<file path="config.mk">
export PLATFORM = sky130hd
export DESIGN_NAME = ternary_weight_unpack_scale_core
export DESIGN_NICKNAME = d
export VERILOG_FILES = /design/src/sv/twus_pkg.sv /design/src/sv/twus_div127.sv /design/src/sv/twus_trit_chain.sv /design/src/sv/ternary_weight_unpack_scale_core.sv
export SDC_FILE = /design/constraint.sdc
export NUM_CORES = 1
export LEC_CHECK = 0
export BUFFER_PORTS_ARGS = -buffer_cell sky130_fd_sc_hd__buf_2
export CORE_MARGIN = 2
export CORE_UTILIZATION = 39
export DETAILED_ROUTE_END_ITERATION = 12
export GPL_TIMING_DRIVEN = 0
export HOLD_SLACK_MARGIN = 0.08
export PLACE_DENSITY = 0.55
export SYNTH_ARGS = -nofsm -noshare
export SYNTH_HDL_FRONTEND = slang
export SYNTH_HIERARCHICAL = 1
export SYNTH_SLANG_ARGS = --single-unit
</file>
<file path="constraint.sdc">
create_clock -name clk -period 10.1 [get_ports clk]
set_input_delay 1.515 -clock clk [delete_from_list [all_inputs] [get_ports clk]]
set_output_delay 1.515 -clock clk [all_outputs]
set_load 0.1 [all_outputs]
</file>
<file path="src/sv/twus_pkg.sv">
// ----------------------------------------------------------------------------
// twus_pkg
// Types and fixed constants of the ternary weight unpack and scale block.
// ----------------------------------------------------------------------------
package twus_pkg;

	localparam int WORD_W    = 32;	// packed lane word
	localparam int LANE_W    = 8;	// int8 lane scale
	localparam int PAGE_W    = 16;	// Q8.8 page scale
	localparam int CNT_W     = 5;	// valid column count
	localparam int COL_W     = 5;	// column offset
	localparam int TRIT_W    = 2;	// signed trit
	localparam int WEIGHT_W  = 17;	// Q9.8 weight
	localparam int DIG_W     = 2;	// base-3 digit

	// page * lane fits 24 bits signed, magnitude at most 2^22
	localparam int PROD_W    = 24;
	localparam int MAG_W     = 23;

	// serial divide by 127
	localparam int REM_W     = 7;
	localparam int DIV_STEPS = MAG_W;
	localparam int STEP_W    = $clog2(DIV_STEPS + 1);
	localparam logic [REM_W:0] DIVISOR = 8'd127;

	// base-3 digit codes
	localparam logic [DIG_W-1:0] DIG_ZERO = 2'd0;
	localparam logic [DIG_W-1:0] DIG_POS  = 2'd1;
	localparam logic [DIG_W-1:0] DIG_NEG  = 2'd2;

	// decoded trit values
	localparam logic signed [TRIT_W-1:0] TRIT_ZERO = 2'sd0;
	localparam logic signed [TRIT_W-1:0] TRIT_POS  = 2'sd1;
	localparam logic signed [TRIT_W-1:0] TRIT_NEG  = -2'sd1;

	typedef enum logic {
		ST_IDLE,
		ST_RUN
	} state_t;

	// divider status and result
	typedef struct packed {
		logic                       done;
		logic signed [WEIGHT_W-1:0] mag;
	} div_res_t;

endpackage

</file>
<file path="src/sv/twus_div127.sv">
// ----------------------------------------------------------------------------
// twus_div127
// Bit-serial restoring divide of a signed product by 127, truncating
// toward zero. One quotient bit per cycle, sign applied as a final step.
// ----------------------------------------------------------------------------
module twus_div127 (
	input  logic                                clk,
	input  logic                                arst_n,
	input  logic                                start,
	input  logic signed [twus_pkg::PROD_W-1:0]  prod,
	output twus_pkg::div_res_t                  res
);

	logic                                 busy_q;
	logic                                 done_q;
	logic [twus_pkg::STEP_W-1:0]          step_q;
	logic                                 neg_q;
	logic [twus_pkg::REM_W-1:0]           rem_q;
	logic [twus_pkg::MAG_W-1:0]           quo_q;
	logic signed [twus_pkg::WEIGHT_W-1:0] mag_q;

	logic signed [twus_pkg::PROD_W-1:0]   abs_prod;
	logic [twus_pkg::REM_W:0]             trial;
	logic [twus_pkg::REM_W:0]             diff;
	logic                                 ge;
	logic signed [twus_pkg::WEIGHT_W-1:0] quo_ext;

	always_comb begin
		abs_prod = prod[twus_pkg::PROD_W-1] ? -prod : prod;
		trial    = {rem_q, quo_q[twus_pkg::MAG_W-1]};
		ge       = (trial >= twus_pkg::DIVISOR);
		diff     = trial - twus_pkg::DIVISOR;
		quo_ext  = {1'b0, quo_q[twus_pkg::WEIGHT_W-2:0]};
	end

	// control
	always_ff @(posedge clk or negedge arst_n) begin
		if (!arst_n) begin
			busy_q <= 1'b0;
			done_q <= 1'b0;
			step_q <= '0;
		end else if (start) begin
			busy_q <= 1'b1;
			done_q <= 1'b0;
			step_q <= twus_pkg::STEP_W'(twus_pkg::DIV_STEPS);
		end else if (busy_q) begin
			if (step_q != '0) begin
				step_q <= step_q - 1'b1;
			end else begin
				busy_q <= 1'b0;
				done_q <= 1'b1;
			end
		end
	end

	// datapath
	always_ff @(posedge clk) begin
		if (start) begin
			neg_q <= prod[twus_pkg::PROD_W-1];
			rem_q <= '0;
			quo_q <= abs_prod[twus_pkg::MAG_W-1:0];
		end else if (busy_q) begin
			if (step_q != '0) begin
				rem_q <= ge ? diff[twus_pkg::REM_W-1:0] : trial[twus_pkg::REM_W-1:0];
				quo_q <= {quo_q[twus_pkg::MAG_W-2:0], ge};
			end else begin
				mag_q <= neg_q ? -quo_ext : quo_ext;
			end
		end
	end

	assign res.done = done_q;
	assign res.mag  = mag_q;

endmodule

</file>
<file path="src/sv/twus_trit_chain.sv">
// ----------------------------------------------------------------------------
// twus_trit_chain
// Systolic chain of bit-serial divide-by-3 cells. Cell k takes the quotient
// stream of cell k-1, MSB first; its final remainder is base-3 digit k.
// ----------------------------------------------------------------------------
module twus_trit_chain #(
	parameter int TRITS = 20
) (
	input  logic                                  clk,
	input  logic                                  arst_n,
	input  logic                                  clear,
	input  logic                                  bit_in,
	input  logic                                  bit_vld,
	output logic [TRITS-1:0][twus_pkg::DIG_W-1:0] digits
);

	logic [TRITS-1:0][twus_pkg::DIG_W-1:0] rem_q;
	logic [TRITS-2:0]                      qb_q;	// quotient bit to next cell
	logic [TRITS-2:0]                      vld_q;	// its valid tag

	for (genvar k = 0; k < TRITS; k++) begin : g_cell
		logic                      in_b;
		logic                      in_v;
		logic [2:0]                val;
		logic                      ge;
		logic [twus_pkg::DIG_W-1:0] rem_nxt;

		if (k == 0) begin : g_head
			assign in_b = bit_in;
			assign in_v = bit_vld;
		end else begin : g_link
			assign in_b = qb_q[k-1];
			assign in_v = vld_q[k-1];
		end

		always_comb begin
			val     = {rem_q[k], in_b};
			ge      = (val >= 3'd3);
			rem_nxt = ge ? 2'(val - 3'd3) : val[twus_pkg::DIG_W-1:0];
		end

		always_ff @(posedge clk or negedge arst_n) begin
			if (!arst_n) begin
				rem_q[k] <= '0;
			end else if (clear) begin
				rem_q[k] <= '0;
			end else if (in_v) begin
				rem_q[k] <= rem_nxt;
			end
		end

		if (k < TRITS - 1) begin : g_pipe
			always_ff @(posedge clk or negedge arst_n) begin
				if (!arst_n) begin
					vld_q[k] <= 1'b0;
				end else if (clear) begin
					vld_q[k] <= 1'b0;
				end else begin
					vld_q[k] <= in_v;
				end
			end

			always_ff @(posedge clk) begin
				qb_q[k] <= ge;
			end
		end
	end

	assign digits = rem_q;

endmodule

</file>
<file path="src/sv/ternary_weight_unpack_scale_core.sv">
// ----------------------------------------------------------------------------
// ternary_weight_unpack_scale_core
// Unpacks a lane word of base-3 digits into trits and dequantized weights.
// ----------------------------------------------------------------------------
// Usage:
//  - Input channel (in_valid/in_ready): one lane word with its int8 lane
//    scale, Q8.8 page scale and valid column count (clamped to
//    TRITS_PER_WORD). in_ready is high only while no lane is in work.
//  - Result channel (out_valid/out_ready): one transfer per valid column,
//    lowest digit first, carrying column, trit and weight
//    trit * page * lane / 127 (truncated toward zero); last_flag marks the
//    final column. A zero count gives no results.
//  - The first result follows once the word has passed the first chain cell;
//    with out_ready held high the following columns come one per cycle.
//  - A lane stays in work until its last column is emitted; a zero count
//    is taken without entering work. The pace is set by the base-3 digit
//    chain, which streams the 32-bit word through its divide-by-3 cells one
//    bit per cycle. The Q16.8 product is divided by 127 in a bit-serial unit
//    that finishes well inside the digit chain's run.
//  - Receiver stall: the result register holds its transfer; digits already
//    decoded stay in the chain, so no column is lost or repeated.
//  - Reset (arst_n low): block returns to idle, no result pending.
// ----------------------------------------------------------------------------
module ternary_weight_unpack_scale_core #(
	parameter int TRITS_PER_WORD = 20
) (
	input  logic                                   clk,
	input  logic                                   arst_n,

	input  logic                                   in_valid,
	output logic                                   in_ready,
	input  logic [twus_pkg::WORD_W-1:0]            packed_word,
	input  logic signed [twus_pkg::LANE_W-1:0]     lane_scale,
	input  logic signed [twus_pkg::PAGE_W-1:0]     page_scale,
	input  logic [twus_pkg::CNT_W-1:0]             valid_count,

	output logic                                   out_valid,
	input  logic                                   out_ready,
	output logic [twus_pkg::COL_W-1:0]             column_offset,
	output logic signed [twus_pkg::TRIT_W-1:0]     trit_value,
	output logic signed [twus_pkg::WEIGHT_W-1:0]   weight_value,
	output logic                                   last_flag
);

	localparam int COL_IW  = $clog2(TRITS_PER_WORD);
	localparam int CYC_MAX = twus_pkg::WORD_W + TRITS_PER_WORD;
	localparam int CYC_W   = $clog2(CYC_MAX + 1);

	twus_pkg::state_t state_q, state_nxt;

	// lane in work
	logic [twus_pkg::WORD_W-1:0]              word_q;	// MSB feeds the chain
	logic [twus_pkg::CNT_W-1:0]               cnt_q;
	logic signed [twus_pkg::PROD_W-1:0]       prod_q;
	logic                                     start_q;	// kicks the divider
	logic [CYC_W-1:0]                         cyc_q;	// cycles since transfer
	logic [twus_pkg::COL_W-1:0]               col_q;	// next column to emit

	// result register
	logic                                     out_valid_q;
	logic [twus_pkg::COL_W-1:0]               col_out_q;
	logic signed [twus_pkg::TRIT_W-1:0]       trit_out_q;
	logic signed [twus_pkg::WEIGHT_W-1:0]     weight_out_q;
	logic                                     last_out_q;

	logic                                     in_xfer;
	logic [twus_pkg::CNT_W-1:0]               cnt_clamp;
	logic signed [twus_pkg::PROD_W-1:0]       prod_in;
	logic                                     bit_vld;
	logic                                     col_ready;
	logic                                     emit;
	logic                                     col_last;
	logic [twus_pkg::DIG_W-1:0]               digit;
	logic signed [twus_pkg::TRIT_W-1:0]       trit;
	logic signed [twus_pkg::WEIGHT_W-1:0]     weight;

	logic [TRITS_PER_WORD-1:0][twus_pkg::DIG_W-1:0] digits;
	twus_pkg::div_res_t                             div_res;

	// counts beyond TRITS_PER_WORD clamp to a full lane
	assign cnt_clamp = (valid_count > twus_pkg::CNT_W'(TRITS_PER_WORD)) ?
		twus_pkg::CNT_W'(TRITS_PER_WORD) : valid_count;

	// exact product, at most 2^22 in magnitude
	assign prod_in = twus_pkg::PROD_W'(page_scale) * twus_pkg::PROD_W'(lane_scale);

	// chain cell k holds its final digit once the word has streamed through cells 0 to k
	assign bit_vld   = (state_q == twus_pkg::ST_RUN) && (cyc_q < CYC_W'(twus_pkg::WORD_W));
	assign col_ready = (cyc_q >= CYC_W'(twus_pkg::WORD_W) + CYC_W'(col_q)) && div_res.done;
	assign col_last  = ((col_q + 1'b1) == cnt_q);
	assign digit     = digits[col_q[COL_IW-1:0]];

	// digit decode and sign of the weight
	always_comb begin
		case (digit)
			twus_pkg::DIG_POS: begin
				trit   = twus_pkg::TRIT_POS;
				weight = div_res.mag;
			end
			twus_pkg::DIG_NEG: begin
				trit   = twus_pkg::TRIT_NEG;
				weight = -div_res.mag;
			end
			default: begin
				trit   = twus_pkg::TRIT_ZERO;
				weight = '0;
			end
		endcase
	end

	// next state, handshakes
	always_comb begin
		state_nxt = state_q;
		in_ready  = 1'b0;
		emit      = 1'b0;
		case (state_q)
			twus_pkg::ST_IDLE: begin
				in_ready = 1'b1;
				if (in_valid && (cnt_clamp != '0)) begin
					state_nxt = twus_pkg::ST_RUN;
				end
			end
			twus_pkg::ST_RUN: begin
				emit = col_ready && (!out_valid_q || out_ready);
				if (emit && col_last) begin
					state_nxt = twus_pkg::ST_IDLE;
				end
			end
			default: begin
				state_nxt = twus_pkg::ST_IDLE;
			end
		endcase
	end

	assign in_xfer = in_valid && in_ready;

	always_ff @(posedge clk or negedge arst_n) begin
		if (!arst_n) begin
			state_q <= twus_pkg::ST_IDLE;
		end else begin
			state_q <= state_nxt;
		end
	end

	// lane control
	always_ff @(posedge clk or negedge arst_n) begin
		if (!arst_n) begin
			start_q     <= 1'b0;
			cyc_q       <= '0;
			col_q       <= '0;
			cnt_q       <= '0;
			out_valid_q <= 1'b0;
		end else begin
			start_q <= in_xfer;
			if (in_xfer) begin
				cyc_q <= '0;
				col_q <= '0;
				cnt_q <= cnt_clamp;
			end else begin
				if ((state_q == twus_pkg::ST_RUN) && (cyc_q != CYC_W'(CYC_MAX))) begin
					cyc_q <= cyc_q + 1'b1;
				end
				if (emit) begin
					col_q <= col_q + 1'b1;
				end
			end
			if (emit) begin
				out_valid_q <= 1'b1;
			end else if (out_ready) begin
				out_valid_q <= 1'b0;
			end
		end
	end

	// lane payload and result payload
	always_ff @(posedge clk) begin
		if (in_xfer) begin
			word_q <= packed_word;
			prod_q <= prod_in;
		end else if (bit_vld) begin
			word_q <= {word_q[twus_pkg::WORD_W-2:0], 1'b0};
		end
		if (emit) begin
			col_out_q    <= col_q;
			trit_out_q   <= trit;
			weight_out_q <= weight;
			last_out_q   <= col_last;
		end
	end

	twus_trit_chain #(
		.TRITS (TRITS_PER_WORD)
	) u_chain (
		.clk     (clk),
		.arst_n  (arst_n),
		.clear   (in_xfer),
		.bit_in  (word_q[twus_pkg::WORD_W-1]),
		.bit_vld (bit_vld),
		.digits  (digits)
	);

	twus_div127 u_div (
		.clk    (clk),
		.arst_n (arst_n),
		.start  (start_q),
		.prod   (prod_q),
		.res    (div_res)
	);

	assign out_valid     = out_valid_q;
	assign column_offset = col_out_q;
	assign trit_value    = trit_out_q;
	assign weight_value  = weight_out_q;
	assign last_flag     = last_out_q;

endmodule

</file>
After elaboration in Yosys (flattened, before gate mapping)
Index checks and enable logic that the tools add are counted.
- logic and storage cells: 292
- input bits: 65
- output and inout bits: 27
- register bits: 233
- multipliers: 1
- bitwise operators: 3
- muxes and demuxes: 112
- add/sub/neg operators: 28
- order comparisons: 25
- reductions and logical operators: 40
- eq/ne operators: 5
- operators by type and width (kind ; number):
    $mux W2 ; 61
    $mux W23 ; 4
    $mux W32 ; 2
    $ge A3 B2 Y1 const B ; 20
    $reduce_bool A2 Y1 ; 25
    $sub A2 B2 Y2 const B ; 20
    $pmux W17 S2 ; 1
    $mux W1 ; 31
    $mux W5 ; 6
    $mul A16 B8 Y24 ; 1
    $neg A23 Y23 ; 1
    $neg A16 Y17 ; 1
    $neg A17 Y17 ; 1
    $mux W16 ; 1
    $mux W6 ; 2
    $bmux W2 S5 ; 1
    $reduce_bool A5 Y1 ; 2
    $ge A8 B7 Y1 const B ; 1
    $logic_and A1 B1 Y1 ; 7
    $mux W7 ; 1
    $sub A7 B7 Y7 const B ; 1
    $add A6 B1 Y6 const B ; 1
    $add A6 B5 Y6 const A ; 1
    $ge A6 B6 Y1 ; 1
    17 further kinds ; 21

Depth between registers and ports, before layout
- depth in word-level cells: 7
- depth in mapped cells: 19
- gate-level depth less buffers: 18

Cells and area by module
Netlist, hierarchy kept.
- by module, submodules not included (module ; area each (sq um) ; seq. area each (sq um) ; cells each ; instances):
    ternary_weight_unpack_scale_core ; 9354.0 ; 2907.8 ; 955 ; 1
    twus_trit_chain ; 3762.4 ; 1856.8 ; 322 ; 1
    twus_div127 ; 3204.3 ; 1546.5 ; 328 ; 1

Worst setup path after synthesis
Ideal clock, no wire load.
- path kind: input port to flip-flop
- start: input lane_scale[7] (netlist bit)
- end: register prod_q[22] (netlist bit), data pin
- setup slack: 3.825 ns
- setup time: 0.255 ns
- data arrival time: 6.020 ns
- data required time: 9.845 ns
- buffers on the path: 1
- stages on the path: 16
- cell sequence: inv_1 -> buf_1 -> nor2_1 -> fa_1 -> fa_1 -> fa_1 -> inv_1 -> fa_1 -> inv_1 -> ha_1 -> and3_1 -> a31o_2 -> or3_1 -> o221a_2 -> or4_1 -> and3_1
- word-level cells in the longest chain between the ends: 1
- ends and longest elaborated chain (what ; line ; RTL):
    start, declared ; ternary_weight_unpack_scale_core.sv:33 ; input logic signed [twus_pkg::LANE_W-1:0] lane_scale,
    $mul A16 B8 Y24 ; ternary_weight_unpack_scale_core.sv:85 ; assign prod_in = twus_pkg::PROD_W'(page_scale) * twus_pkg::PROD_W'(lane_scale);
    named net prod_in (one bit) ; ternary_weight_unpack_scale_core.sv:68 ; logic signed [twus_pkg::PROD_W-1:0] prod_in;
    end signal, assigned ; ternary_weight_unpack_scale_core.sv:179 ; prod_q <= prod_in;
    end, declared ; ternary_weight_unpack_scale_core.sv:54 ; logic signed [twus_pkg::PROD_W-1:0] prod_q;
The timed path passes the listed nets, and every way through them passes these cells.
A chain may end at the register's enable or synchronous reset.

Worst setup path after layout
Ends and elaborated chain as after synthesis.

==> impl.org <==
** Yosys
- After synthesis the netlist holds a flip-flop and latch count of 233.
- Post-synth top area cell :: sky130_fd_sc_hd__edfxtp_1
- Sequential cells were found to cover 38.7% of the synthesized design area.
- Primary flip-flop cell chosen by synthesis mapping :: sky130_fd_sc_hd__edfxtp_1
- Each instance of the synthesized netlist takes up on average 10.2 µm².
- Summing every instance area after synthesis gives 16300 µm².
- Count of cell types in the netlist :: 73
- The top cell type by area accounts for 22.4% of the synthesized area.
- Simple-gate share of the synthesized area :: 18.2%
- Counting flops with an async set or reset pin after synthesis yields a share of 36.5%.
- Main combinational cell family by area after synthesis :: adder cells
- Synthesized net count :: between 1.5k and 2k
- The synthesized netlist devotes 3.33% of its cell area to XOR and XNOR gates.
- Post-Syn Instances :: 1605
- The Yosys step of the flow raised 6 warnings.
- Mux contribution to synthesized area :: roughly 2.1%
- Cell types with the largest area share after synthesis :: sky130_fd_sc_hd__edfxtp_1 22%, sky130_fd_sc_hd__dfrtp_1 13%, sky130_fd_sc_hd__fa_1 13%
- Summing the areas of all compound-gate instances in the mapped netlist gives 13.0% of the synthesized area.
- Of the total synthesized cell area, the portion taken by full adders, half adders and majority gates is 18.8%.
- By count the netlist is led by 200 x sky130_fd_sc_hd__inv_1, 183 x sky130_fd_sc_hd__nand2_1, 122 x sky130_fd_sc_hd__edfxtp_1, 103 x sky130_fd_sc_hd__fa_1, 90 x sky130_fd_sc_hd__nor2_1.
- Top-count cell post-synth :: sky130_fd_sc_hd__inv_1
- Counting flops with a built-in enable in the synthesized netlist gives 122.

** Place
- Once placement finished, the instance area stood at 17500 µm².
- DPL Wire Length :: 27.1 mm
- Input and output buffers added on the ports amount to 91.
- The congestion estimate from routability-driven global placement came to 0.831.

** Clocking
- Insertion delay to the later sink of the worst-skew pair :: 0.52 ns
- After clock tree synthesis, the clock-pin slew on the worst setup and hold paths is 0.06 ns.
- Total clock buffers created by CTS :: 26
- Number of buffers inserted for hold repair after clock tree synthesis :: 0
- Number of instances resized during post-cts repair :: 0
- In this run the number of H-tree levels came out at 1.
- Clock Sink Count :: 233
- Buffer levels on the longest clock path :: 3
- Post-CTS setup repair buffer count :: 0
- Root cell of the clock tree :: sky130_fd_sc_hd__clkbuf_16
- TritonCTS built the clock tree.

** Global routing
- The via count of the first global-routing pass is 12.1k.
- The total overflow left after global routing is 0.
- The first global-routing pass estimated 60.9 mm of wire.
- Entering global routing, the biggest net connects 46 pins.
- The number of antenna violations at the first check in global routing came to 0.
- Overall fraction of global-route tracks in use :: 16.8%

** Timing
- Min Hold Slack :: 0.450 ns
- Dividing the final minimum period by the clock period gives 65.1%.
- Tightest slew margin relative to the limit :: 24.0%
- Final Hold Fails :: 0
- Setup violations remaining at the end of the flow were counted as 0.
- Setup repair after global routing left no endpoint under its margin.
- For the final routed database, the setup TNS stands at 0 ns.
- Fin crit period :: 6.57 ns
- Clock tree skew after final layout :: a little over 0.008 ns
- For the pin with the worst max-slew slack, the measured transition is 1.14 ns.
- Based on the critical path, the design can be clocked at up to approximately 0.15 GHz.
- The final max-slew violation count came to 0.

** Layout
- Layout overhead on the synthesized area :: 12.6%
- The repair_antennas step left the layout with diodes totalling 0.
- Summing all non-filler instances in the final layout gives an area of 18400 µm².
- After the last flow step, the layout net total stands at 1976.
- Final-layout fill cell count :: about 4k
- Share of final-layout standard cells stronger than drive strength 1 :: 11.8%

** Pwr
- For this design the ratio of total power to cell area is 167 nW/µm².
- Summed over all cells, the static leakage comes to 7.70 nW.
- Peak supply drop :: about 0.00011 V

** Floorplan
- The floorplan step set the die height to between 200 and 250 µm.
- The die is 209 µm wide.
- I/O pin count :: 92
- Row count :: 74
- The floorplan step defined a die boundary enclosing 43500 µm².
- The core region is 41100 µm².
- Initial cell density of the core :: between 30% and 40%

** Detailed routing
- In the final routed layout, each cell accounts on average for 15.8 µm.
- In the routed layout, each cell is associated on average with a via count of approximately 5.2.
- Vias after detailed routing :: 11.8k
- After detailed routing, the number of remaining DRC violations is 0.
- Total detailed-routing wirelength :: 36.1 mm
- Number of antenna-violating nets in the routed design :: 0
- For this run, the detailed router's first-pass iteration total came to 5.
- The first routing iteration left 627 violations.

** Status
- Result of the run :: complete, no violations

** Critical path
- CP Capture Type :: flip-flop
- Sum of buffers and inverters on the critical path :: 5
- The signal on the critical path passes through buf_2 -> inv_1 -> buf_1 -> nor2_1 -> fa_1 -> fa_1 -> fa_1 -> inv_1 -> fa_1 -> inv_1 -> ha_1 -> o21a_1 -> o31a_1 -> o21ai_0 -> a21oi_1 -> o221a_2 -> or4_1 -> and3_1.
- Critical Path Slowest Stage Cell :: sky130_fd_sc_hd__fa_1
- Critical path launch point type :: input port
- Crit Path Category :: in2reg
- On the critical path the largest part of the delay comes from adder cells.
- At the worst endpoint, the arrival time is 6.85 ns.
- Max Fanout on Critical Path :: 10
- Most common cell on crit path :: sky130_fd_sc_hd__fa_1
- In this design, the stage delay of the slowest critical-path cell is between 0.5 and 0.6 ns.
- At the worst endpoint, the required time is ~10 ns.

** Run
- Count of max-cap constraint violations :: 0

** Min path
- Worst hold path class :: reg2reg
==> final timing paths <==
kind	startpoint	endpoint	slack, ns	cells past startpoint
setup / recovery	lane_scale[7]	prod_q[22]	3.53	18
hold / removal	col_q[2]	column_offset[2]	0.45	0
setup reg to reg	col_q[0]	weight_value[1]	5.98	11
hold reg to reg	col_q[2]	column_offset[2]	0.45	0
max in group asynchronous	arst_n	u_chain/digits[18]	8.43	2
min in group asynchronous	arst_n	u_chain/digits[4]	1.02	1
==> metal layers <==
| metal | global-route usage, % | vias up | routed length [µm] |
|---|---|---|---|
| met2 | 29.8 | 216 | 17400 |
| met5 | 0 | - | 0 |
| met4 | 3.15 | 0 | 499 |
| met1 | 22.6 | 5741 | 16900 |
| met3 | 1.77 | 43 | 1260 |
| li1 | - | 5828 | - |
==> placed cells by master, fill, tap and decap left out, types with 24 or more instances in the layout <==
cell type                   netlist  routed
sky130_fd_sc_hd__inv_1          200     200
sky130_fd_sc_hd__nand2_1        183     183
sky130_fd_sc_hd__edfxtp_1       122     122
sky130_fd_sc_hd__fa_1           103     103
sky130_fd_sc_hd__buf_2            4      94
sky130_fd_sc_hd__nor2_1          90      89
sky130_fd_sc_hd__dfrtp_1         85      85
sky130_fd_sc_hd__and2_1          81      81
sky130_fd_sc_hd__ha_1            81      81
sky130_fd_sc_hd__o21ai_0         64      63
sky130_fd_sc_hd__a21oi_1         54      54
sky130_fd_sc_hd__clkbuf_1        41      43
sky130_fd_sc_hd__xnor2_1         43      43
sky130_fd_sc_hd__nor2b_1         42      42
sky130_fd_sc_hd__or3_1           34      34
sky130_fd_sc_hd__nand3_1         33      33
sky130_fd_sc_hd__clkbuf_16        0      27
sky130_fd_sc_hd__dfxtp_1         26      26
sky130_fd_sc_hd__o21bai_1        24      24
==> worst reg2reg max path, cell delays in order, from the launching register on <==
cell and delay (ns):
sky130_fd_sc_hd__dfrtp_1 0.40, sky130_fd_sc_hd__clkbuf_1 0.37, sky130_fd_sc_hd__clkbuf_1 0.64, sky130_fd_sc_hd__mux4_2 0.61, sky130_fd_sc_hd__mux2i_1 0.27, sky130_fd_sc_hd__o21ai_0 0.12
sky130_fd_sc_hd__o21ai_0 0.17, sky130_fd_sc_hd__inv_1 0.11, sky130_fd_sc_hd__ha_1 0.29, sky130_fd_sc_hd__clkbuf_1 0.34, sky130_fd_sc_hd__clkbuf_1 0.43, sky130_fd_sc_hd__nor2_1 0.12
==> stage by stage <==
step           power (mW)  setup WS [ns]  cells  util, %
2_1_floorplan        1.92           3.82   1605        -
3_3_place_gp         2.16           2.99   2228     42.4
3_5_place_dp         2.18           2.93   2231     42.6
4_1_cts              3.12           3.48   2279     44.7
5_1_grt              3.31           3.26   2279     44.7
6_report             3.07           3.53   2279     44.7
==> area by class of cell <==
class / count / area (µm²) / area share [%]
repair buffers: 94 / 526 / 2.86
multi-input cells: 1118 / 9050 / 49.3
clock buffers: 35 / 756 / 4.11
well taps: 532 / 666 / 3.62
inverters: 201 / 754 / 4.11
clock inverters: 13 / 91.3 / 0.497
plain buffers: 53 / 216 / 1.18
flip-flops and latches: 233 / 6310 / 34.3
==> logic make-up (layout without fill, tap and decap cells) <==
family	count (synthesis)	count (layout)
muxes	21	21
and+or+nand+nor	567	567
AOI/OAI and AO/OA	284	284
buffers and inverters	254	396
xor gates and xnor gates	62	62
DFF	233	233
adders and majority gates	184	184
==> registers in the layout, indices dropped and copies added (netlist names), 2 cells and up <==
register and flops:
cnt_q 5, col_q 5, column_offset 5, cyc_q 6
prod_q 24, trit_value 2, u_chain/digits 40, u_chain/g_cell.in_b 19
u_chain/g_cell.in_v 19, u_div/mag_q 17, u_div/quo_q 23, u_div/rem_q 7
u_div/step_q 5, weight_value 17, word_q 32
==> power breakdown <==
part | leakage, nW | internal (mW) | total [mW] | switching (mW)
Clock | 0.420 | 0.548 | 0.925 | 0.378
Combinational | 5.07 | 0.469 | 1.09 | 0.618
Sequential | 2.21 | 1.05 | 1.05 | 0
(Power assumes the default switching activity.)
